===== config.mk =====
export PLATFORM = sky130hd
export DESIGN_NAME = qalu_sqrt_cell
export DESIGN_NICKNAME = d
export VERILOG_FILES = /design/src/rtl/qalu_pkg.sv /design/src/rtl/qalu_sqrt_cell.sv
export SDC_FILE = /design/constraint.sdc
export NUM_CORES = 1
export LEC_CHECK = 0
export BUFFER_PORTS_ARGS = -buffer_cell sky130_fd_sc_hd__clkbuf_2
export CAP_MARGIN = 20
export CORE_UTILIZATION = 45
export CTS_BUF_LIST = sky130_fd_sc_hd__clkbuf_4
export CTS_CLUSTER_SIZE = 16
export DETAILED_ROUTE_END_ITERATION = 10
export PLACE_DENSITY = 0.8
export SETUP_SLACK_MARGIN = 0.5
export SYNTH_ARGS = -nofsm -noshare
export SYNTH_HDL_FRONTEND = slang
export SYNTH_SLANG_ARGS = --single-unit

===== constraint.sdc =====
create_clock -name clk -period 0.8 [get_ports clk]
set_clock_uncertainty 0.1 [all_clocks]
set_input_delay 0.08 -clock clk [delete_from_list [all_inputs] [get_ports clk]]
set_output_delay 0.08 -clock clk [all_outputs]
set_load 0.01 [all_outputs]

===== src/rtl/qalu_pkg.sv =====
`default_nettype none
// ----------------------------------------------------------------------------
// qalu_pkg
// Shared types for the quaternion arithmetic unit: operation codes and the
// control bundle that moves along the pipeline with every beat.
// ----------------------------------------------------------------------------
package qalu_pkg;

    typedef enum logic [2:0] {
        OP_ADD       = 3'd0,
        OP_SUB       = 3'd1,
        OP_MUL       = 3'd2,
        OP_CONJ      = 3'd3,
        OP_NORM      = 3'd4,
        OP_NORMALIZE = 3'd5,
        OP_INVERSE   = 3'd6
    } op_t;

    typedef struct packed {
        logic valid;
        op_t  op;
    } ctl_t;

endpackage : qalu_pkg
`default_nettype wire


===== src/rtl/qalu_sqrt_cell.sv =====
`default_nettype none
// ----------------------------------------------------------------------------
// qalu_sqrt_cell
// One digit of a restoring square root: takes two radicand bits, forms one
// root bit and hands the partial remainder and root to the next cell.
// ----------------------------------------------------------------------------
module qalu_sqrt_cell #(
    parameter int RW = 33,
    parameter int XW = 8
) (
    input  wire logic            clk,
    input  wire logic            rst_n,
    input  wire qalu_pkg::ctl_t  ctl_in,
    input  wire logic [2*RW-1:0] s_in,
    input  wire logic [RW+1:0]   rem_in,
    input  wire logic [RW-1:0]   root_in,
    input  wire logic [XW-1:0]   side_in,
    output qalu_pkg::ctl_t       ctl_out,
    output logic [2*RW-1:0]      s_out,
    output logic [RW+1:0]        rem_out,
    output logic [RW-1:0]        root_out,
    output logic [XW-1:0]        side_out
);
    import qalu_pkg::*;

    ctl_t             ctl_reg;
    logic [2*RW-1:0]  s_reg;
    logic [RW+1:0]    rem_reg;
    logic [RW+1:0]    rem_next;
    logic [RW-1:0]    root_reg;
    logic [RW-1:0]    root_next;
    logic [XW-1:0]    side_reg;
    logic [RW+3:0]    cur;
    logic [RW+3:0]    trial;
    logic             ge;

    always_comb
    begin
        cur       = {rem_in, s_in[2*RW-1 -: 2]};
        trial     = (RW+4)'({root_in, 2'b01});
        ge        = cur >= trial;
        rem_next  = ge ? (RW+2)'(cur - trial) : (RW+2)'(cur);
        root_next = {root_in[RW-2:0], ge};
    end

    always_ff @(posedge clk or negedge rst_n)
    begin
        if (!rst_n)
        begin
            ctl_reg <= '0;
        end
        else
        begin
            ctl_reg <= ctl_in;
        end
    end

    always_ff @(posedge clk)
    begin
        s_reg    <= s_in << 2;
        rem_reg  <= rem_next;
        root_reg <= root_next;
        side_reg <= side_in;
    end

    assign ctl_out  = ctl_reg;
    assign s_out    = s_reg;
    assign rem_out  = rem_reg;
    assign root_out = root_reg;
    assign side_out = side_reg;

endmodule : qalu_sqrt_cell
`default_nettype wire


==> run metrics <==
outcome=finished, violations left; failing checks=negative hold slack, negative setup slack; CP max FO=6; setup ws final=-1.31 ns; slowest cell delay on critical path=around 0.41 ns; Hold WS=-0.779 ns; Tcrit/Tclk final=263%; H-tree levels=4; Worst VDD drop=between 0.0015 and 0.002 V; Die ar.=between 10000 and 15000 um2; vias per inst=around 5.1; max-slew violations=0; P_leak=between 4 and 5 nW; ratio of cells with drive above 1 in the final layout=between 60 and 70%; Multi-input gate area=between 2000 and 3000 um2; CP Cell Sequence=clkbuf_2, ha_1, a21oi_2, o21bai_1, a221o_1, a21oi_1, o31a_1, o221ai_1, buf_4, xor2_1, mux2_4; cell taking the most area after synthesis=dfxtp_1; final setup fails=180; Critical Path Sink Type=flop; Pwr Total=0.0194 W; global-route wire length before repair=27200 um; top area cells in the synthesized netlist=dfxtp_1 (50%), ha_1 (7.9%), mux2_4 (6.7%); largest net degree at the start of global routing=23; Yosys cell types=58; Clock Sinks=~140; antenna violation net count after detailed routing=0; die width=about 110 um; root buf cell=clkbuf_4; Setup CP Type=primary input to flop; TritonCTS Buffers=17; Synth Instances=500; average wire per standard cell=~20 um; WP data required=approximately 1.2 ns; fillers=~650; sw power=around 0.006 W; register area=around 3100 um2; DP Wirelength=about 14000 um; minimum clock period=~2.1 ns; Initial DRT Pass Iterations=6; Syn Area/Cell=11.1 um2; First DRT Iteration DRCs=330; slowest CP cell=ha_1; Synth-to-Final Area Change=77.7%; setup TNS=-97.98 ns; # IOs=slightly below 300; part of the power in registers=between 40% and 50%; GRT Total Usage=27.7%; total number of vias=roughly 5600; CTS tree=done; Clock transition at path regs=approximately 0.15 ns; Critical Path AT=between 2 and 2.5 ns; Post-Place Cells=between 1000 and 1500; switch share=30.3%; grt ovf=0; GP Congestion=approximately 0.86; die height=approximately 110 um; hold crit path type=primary input to asynchronous set/reset pin; # DRC=0; Post-synth EDFFs=0; max-cap violations=0; Final Hold Fails=between 100 and 150; Pint=0.0135 W; clk buf depth=2; Synth warnings=0; # rows=40; Main synth FF type=dfxtp_1; Comb power frac=between 30% and 40%; vias in the first global route=5468; Clk pwr share=24.8%; RSZ-0062 raised after global routing=true; Port Buf Inserts=between 200 and 300; Async SR Flop Fraction=2.78%; startpoint types=primary input; Core Region=about 12000 um2; Layout Cells excl Fill=1097; pwr/cell area=around 2000 nW/um2; Seq/Total Area, Yosys=52.2%; initial core utilization=~46%; highest clock rate=~470 MHz; Yosys top cell area share=50.4%; initial antenna violation count=1; final net count=about 1100; total wire length=21500 um; flops & latches, synth=between 100 and 150; leading cell types in the layout, fill and taps excluded=clkbuf_2 (151), dfxtp_2 (132), buf_4 (123), buf_6 (113), inv_1 (36); most common cell after layout, fill and taps aside=clkbuf_2; Post-Syn Area=5570 um2
## state kept, by name (all words and copies together) (netlist names)
register,flops
s_out,64
rem_out,35
root_out,33
side_out,8
ctl_out,4
## layer usage
metal / global-route usage, % / vias to the layer above / routed length, um / part of all wire [%]
met1: 29.4 / 2684 / 7630 / 35
met2: 51.5 / 262 / 11500 / 54
met3: 7.61 / 73 / 1390 / 6.4
met4: 10.9 / 0 / 974 / 4.5
met5: 0 / - / 0 / 0
li1: - / 2610 / - / -
## timing repair
action | in CTS | in global routing
pin swaps | 5 | 7
endpoints found under the hold margin | 147 | 147
resized for setup | 51 | 273
setup buffers | 6 | 3
gates cloned | 1 | 0
setup endpoints to repair | 180 | 180
## area by class of cell
cell class                      instances  share of cell area [%]
Antenna cell                            1                  0.0253
Clock buffer                           17                    1.29
Clock inverter                         15                    1.57
Inverter                               41                    1.81
Multi-Input combinational cell        298                    26.3
Sequential cell                       144                    31.1
Tap cell                              147                    1.86
Timing Repair Buffer                  434                    36.1
## cells by family after synthesis
group,share of synthesized area (%)
adders and majority gates,7.87
xor gates and xnor gates,5.19
AOI/OAI and AO/OA,13.4
DFF,52.2
buffers and inverters,5.15
other,0.0674
and+or+nand+nor,7.62
muxes,8.50
## worst max-delay path: cells and delay by family
kind / cells / cell delay, ns
AOI/OAI and AO/OA: 6 / 1.30
xor gates and xnor gates: 1 / 0.14
adders and majority gates: 1 / 0.41
buffers and inverters: 2 / 0.28
muxes: 1 / 0.25
## power groups by stage
stage / registers (W) / logic, W / clock network (W)
6_report: 0.00843 / 0.00616 / 0.00482
5_1_grt: 0.00848 / 0.00652 / 0.00524
4_1_cts: 0.00824 / 0.00523 / 0.00477
3_5_place_dp: 0.00837 / 0.00485 / 0
3_3_place_gp: 0.00835 / 0.00475 / 0
2_1_floorplan: 0.00873 / 0.00225 / 0
## path summary, 6_finish.rpt
| path | from | end | slack, ns | cells past startpoint |
|---|---|---|---|---|
| hold / removal | rst_n | ctl_out[3]$_DFF_PN0_ | -0.78 | 1 |
| setup / recovery | rem_in[10] | rem_out[23]$_DFF_P_ | -1.31 | 11 |
| max in group asynchronous | rst_n | ctl_out[2]$_DFF_PN0_ | 1.24 | 1 |
| min in group clk | s_in[60] | s_out[62]$_DFF_P_ | -0.47 | 1 |
## synth_stat cells, types with 2 or more instances
cell type,number
nand4_1,8
nor2_1,22
a21o_1,26
a211oi_1,2
nor4_1,2
o21bai_1,3
or3_1,2
xnor2_1,19
mux2_4,25
mux2i_1,3
or2_2,2
nand2b_1,2
a2111oi_2,2
a31o_2,3
a311oi_1,2
a21oi_1,30
and3_1,4
o31a_1,2
o21ai_0,12
dfxtp_1,140
xor2_1,14
o21a_1,3
a31oi_1,2
inv_1,41
mux2_2,6
buf_4,2
nand2_1,25
ha_1,35
nor3_1,2
nand3_1,9
o211ai_2,2
buf_12,3
nor2b_1,4
or4_1,2
dfrtp_1,4
clkbuf_1,10
o221ai_1,4
## through the flow
stage	hold WS [ns]	setup slack (ns)	utilization [%]	instance area, um2
finish	-0.779	-1.31	82.3	9890
global route	-0.837	-1.35	82.3	9890
CTS	-0.823	-1.23	74.4	8940
detailed placement	-0.212	-1.93	68.8	8270
global placement	-0.217	-1.87	68.8	8270
floorplan	-0.316	-1.61	-	5890
No activity file was read; power rests on OpenSTA's default activity.
