`src/rtl/qalu_pkg.sv`:
```
`default_nettype none
// ----------------------------------------------------------------------------
// qalu_pkg
// Shared types for the quaternion arithmetic unit: operation codes and the
// control bundle that moves along the pipeline with every beat.
// ----------------------------------------------------------------------------
package qalu_pkg;

    typedef enum logic [2:0] {
        OP_ADD       = 3'd0,
        OP_SUB       = 3'd1,
        OP_MUL       = 3'd2,
        OP_CONJ      = 3'd3,
        OP_NORM      = 3'd4,
        OP_NORMALIZE = 3'd5,
        OP_INVERSE   = 3'd6
    } op_t;

    typedef struct packed {
        logic valid;
        op_t  op;
    } ctl_t;

endpackage : qalu_pkg
`default_nettype wire

```
`src/rtl/qalu_div_cell.sv`:
```
`default_nettype none
// ----------------------------------------------------------------------------
// qalu_div_cell
// One quotient bit of a restoring divide, four lanes sharing one divisor.
// ----------------------------------------------------------------------------
module qalu_div_cell #(
    parameter int W  = 32,
    parameter int DW = 65,
    parameter int XW = 8
) (
    input  wire logic            clk,
    input  wire logic            rst_n,
    input  wire qalu_pkg::ctl_t  ctl_in,
    input  wire logic [DW-1:0]   d_in,
    input  wire logic [4*DW-1:0] rem_in,
    input  wire logic [4*W-1:0]  nlo_in,
    input  wire logic [4*W-1:0]  q_in,
    input  wire logic [XW-1:0]   side_in,
    output qalu_pkg::ctl_t       ctl_out,
    output logic [DW-1:0]        d_out,
    output logic [4*DW-1:0]      rem_out,
    output logic [4*W-1:0]       nlo_out,
    output logic [4*W-1:0]       q_out,
    output logic [XW-1:0]        side_out
);
    import qalu_pkg::*;

    ctl_t            ctl_reg;
    logic [DW-1:0]   d_reg;
    logic [4*DW-1:0] rem_reg;
    logic [4*DW-1:0] rem_next;
    logic [4*W-1:0]  nlo_reg;
    logic [4*W-1:0]  nlo_next;
    logic [4*W-1:0]  q_reg;
    logic [4*W-1:0]  q_next;
    logic [XW-1:0]   side_reg;

    for (genvar g = 0; g < 4; g++)
    begin : g_lane
        logic [DW:0] rs;
        logic        ge;

        always_comb
        begin
            rs = {rem_in[g*DW +: DW], nlo_in[g*W + W - 1]};
            ge = rs >= {1'b0, d_in};
            rem_next[g*DW +: DW] = ge ? DW'(rs - {1'b0, d_in}) : DW'(rs);
            nlo_next[g*W +: W]   = nlo_in[g*W +: W] << 1;
            q_next[g*W +: W]     = {q_in[g*W +: W-1], ge};
        end
    end

    always_ff @(posedge clk or negedge rst_n)
    begin
        if (!rst_n)
        begin
            ctl_reg <= '0;
        end
        else
        begin
            ctl_reg <= ctl_in;
        end
    end

    always_ff @(posedge clk)
    begin
        d_reg    <= d_in;
        rem_reg  <= rem_next;
        nlo_reg  <= nlo_next;
        q_reg    <= q_next;
        side_reg <= side_in;
    end

    assign ctl_out  = ctl_reg;
    assign d_out    = d_reg;
    assign rem_out  = rem_reg;
    assign nlo_out  = nlo_reg;
    assign q_out    = q_reg;
    assign side_out = side_reg;

endmodule : qalu_div_cell
`default_nettype wire

```
`config.mk`:
```
export PLATFORM = sky130hd
export DESIGN_NAME = qalu_div_cell
export DESIGN_NICKNAME = d
export VERILOG_FILES = /design/src/rtl/qalu_pkg.sv /design/src/rtl/qalu_div_cell.sv
export SDC_FILE = /design/constraint.sdc
export NUM_CORES = 1
export LEC_CHECK = 0
export BUFFER_PORTS_ARGS = -buffer_cell sky130_fd_sc_hd__buf_2
export CAP_MARGIN = 20
export CORE_AREA = 10 10 450 452
export CTS_CLUSTER_SIZE = 24
export DETAILED_ROUTE_END_ITERATION = 6
export DIE_AREA = 0 0 460 462
export PLACE_DENSITY = 0.4
export SYNTH_ARGS = -nofsm -noshare
export SYNTH_HDL_FRONTEND = slang
export SYNTH_SLANG_ARGS = --single-unit
```
`constraint.sdc`:
```
create_clock -name clk -period 0.8 [get_ports clk]
set_input_delay 0.12 -clock clk [delete_from_list [all_inputs] [get_ports clk]]
set_output_delay 0.12 -clock clk [all_outputs]
set_load 0.05 [all_outputs]
```
==> metrics.md <==
| Metric | Value |
|---|---|
| Routed len/inst | approximately 25 µm |
| Distinct cells, synth | 87 |
| Finished Core Util | 0.377 |
| First-pass GRT wire length | around 320 mm |
| Drt total wl | 237 mm |
| MaxCap Viol Count | 0 |
| WHS | -453 ps |
| Finish-stage setup viols | between 800 and 900 |
| Post-synth EDFFs | 0 |
| Synthesized flop and latch total | between 500 and 600 |
| Leakage power | 33.1 nW |
| Syn_area_per_cell | approximately 8.6 µm² |
| IR drop worst, VDD | about 0.0017 V |
| Largest net degree at the start of global routing | 23 |
| Worst-Margin Slew | 593 ps |
| Failing checks | hold timing, setup timing |
| Number of global-route vias before repair | around 43,000 |
| Final Wtd Congestion | approximately 0.96 |
| Synth area leaders | dfxtp_1 (39%), ha_1 (11%), a21oi_1 (6.9%), o21ai_0 (4.4%), xnor2_1 (4.2%) |
| CP arrival | around 3700 ps |
| Io pins | about 1,200 |
| Grt ovf | 0 |
| Seq/Total Area, Yosys | 0.390 |
| Outcome | finished with violations |
| Final Hold Viols | 17 |
| Worst setup SP type | primary input |
| Main synth FF type | dfxtp_1 |
| Clk slew on worst S/H paths | roughly 60 ps |
| Slowest-stage cell, CP | fa_2 |
| Synth warnings | 0 |
| Crit path time final | 3120 ps |
| Final Max Slew Viols | 0 |
| Worst setup EP type | flip-flop |
| IO Port Bufs | between 1,000 and 1,500 |
| PD cells | around 2000 nW/µm² |
| Die Width | 460 µm |
| Routed Antenna Nets | 0 |
| Required @ worst endpoint | approximately 1400 ps |
| Worst setup margin | -2320 ps |
| Num rows | 162 |
| Nets@finish | ~7,700 |
| CTS HTree Levels | 3 |
| Drt first pass iters | 5 |
| Worst-path cell chain | buf_12 > clkinvlp_4 > buf_6 > buf_6 > fa_2 > a21o_4 > a221oi_4 > buf_4 > o31ai_4 > nand2_2 > a31oi_4 > a31o_4 > a31oi_4 > o31a_1 > o21a_2 > clkinv_4 > buf_16 > buf_16 > buf_12 > nor2_4 > a21oi_4 |
| DP Area | ~54,000 µm² |
| Vias per std cell | 4.23 |
| Die height | 462 µm |
| Half-perimeter wire length after placement | ~190 mm |
| RSZ-0062 raised after global routing | true |
| Antenna violations before repair | slightly above 90 |
| TritonCTS Sinks | just under 600 |
| Mapped Area | a little over 30,000 µm² |
| Min-Delay Path Class | primary input to flip-flop |
| Clock tree buffer depth | 3 |
| Crit-path max cell delay | between 300 and 400 ps |
| Layout cell share with drive strength beyond 1 | 0.546 |
| Worst relative slew slack | 0.603 |
| Share of the synthesized area in the top cell type | 0.386 |
| Fin area | 73,100 µm² |
| F_max | 0.321 GHz |
| Crit Path Category | primary input to flip-flop |
| DIE AREA | 213,000 µm² |
| Async SR Flop Fraction | 0.00679 |
| Core ar. | 194,000 µm² |
| Largest area contributor in the netlist | dfxtp_1 |
| Synth top cells by count | dfxtp_1 (585), a21oi_1 (420), nand2_1 (329) |
| Root Buffer Master | clkbuf_16 |
| GRT Total Usage | 0.210 |
| TritonCTS Buffers | 80 |
| CTS tree | yes |
| Crit path max fanout | 8 |
| Mapped Cells | 3,518 |
| Most frequent cell after synthesis | dfxtp_1 |
| Area growth from synthesis to layout | 141% |
| DRT iter0 DRCs | 1,991 |
| Initial core utilization | 0.156 |
| DRC Markers | 0 |
| Fin crit share | 3.90 |
| Vias | roughly 40,000 |
==> area by class of cell <==
class | count | area [µm²]
Antenna cell | 43 | 108
Clock buffer | 107 | 2230
Clock inverter | 34 | 505
Fill cell | 19000 | 121000
Inverter | 159 | 639
Multi-Input combinational cell | 2609 | 19800
Sequential cell | 589 | 12600
Tap cell | 2542 | 3180
Timing Repair Buffer | 3364 | 34000
==> per-stage QoR <==
stage	total power [mW]	hold WS, ps	setup WS (ps)	std cells	TNS [ps]
floorplan	61.4	-176	-2290	3521	-569310
global placement	94.2	-67.3	-3420	8304	-839160
detailed placement	94.1	-60.9	-3400	8304	-840230
CTS	143	-544	-2240	9328	-913700
global route	149	-512	-2340	9432	-930690
finish	143	-453	-2320	9447	-868660
==> per-layer routing <==
layer | part of all wire | global-route usage | wire, µm
met1 | 0.35 | 0.211 | 82400
met2 | 0.52 | 0.393 | 123000
met3 | 0.058 | 0.0449 | 13800
met4 | 0.073 | 0.132 | 17300
met5 | 0.0013 | 0 | 315
==> critical path: cells and delay by family <==
kind | cells | cell delay [ps]
adder cells (fa/ha/maj) | 1 | 350
buffers and inverters | 9 | 1340
AO/OA/AOI/OAI | 9 | 1630
AND/OR/NAND/NOR | 2 | 220
==> placed cells by master (no fill, tap or decap), types with 43 or more instances in the layout <==
master,instances
o21ai_0,179
nand2_1,280
inv_1,140
nor3_1,43
xnor2_1,144
diode_2,43
dlygate4sd3_1,788
buf_6,74
nor2_1,156
buf_12,410
dfxtp_4,52
o21ai_1,57
a21oi_1,326
o21bai_1,66
nor2_4,77
ha_1,227
dfxtp_2,491
nand4_1,85
a21o_1,139
a21oi_2,82
xor2_1,91
buf_2,580
buf_8,284
buf_4,1191
clkbuf_16,90
==> worst paths after layout <==
kind,depth (start not counted),end,startpoint,slack [ps]
setup / recovery,21,rem_out[76],d_in[1],-2320
hold / removal,1,d_out[1],d_in[1],-450
max in group asynchronous,3,ctl_out[0],rst_n,180
min in group asynchronous,3,ctl_out[3],rst_n,440
==> report_power, final <==
| group | internal, mW | switching (mW) |
|---|---|---|
| clock network | 22.4 | 15.9 |
| registers | 34.0 | 3.67 |
| logic | 32.7 | 34.7 |
| total | 89.2 | 54.3 |
==> cells by family after synthesis <==
family          synth area share
other cells             0.000124
xor+xnor                  0.0696
fa+ha+maj                  0.110
compound gates             0.232
flops                      0.390
mux                       0.0146
buf+inv                   0.0441
simple gates               0.140
==> sequential cells by signal, summed over array words and instances, names as in the netlist <==
| signal | flops |
|---|---|
| side_out | 8 |
| d_out | 65 |
| ctl_out | 4 |
| rem_out | 260 |
| q_out | 128 |
| nlo_out | 124 |
==> what timing repair did <==
| item | in CTS | in global routing |
|---|---|---|
| hold buffers | 766 | 22 |
| setup buffers | 103 | 64 |
| pin swaps | 105 | 99 |
| resized for setup | 1872 | 378 |
| cloned | 28 | 8 |
| hold endpoints to repair | 589 | 38 |
| endpoints found under the setup margin | 853 | 853 |
Note: power is estimated with default switching activity, not from simulation.
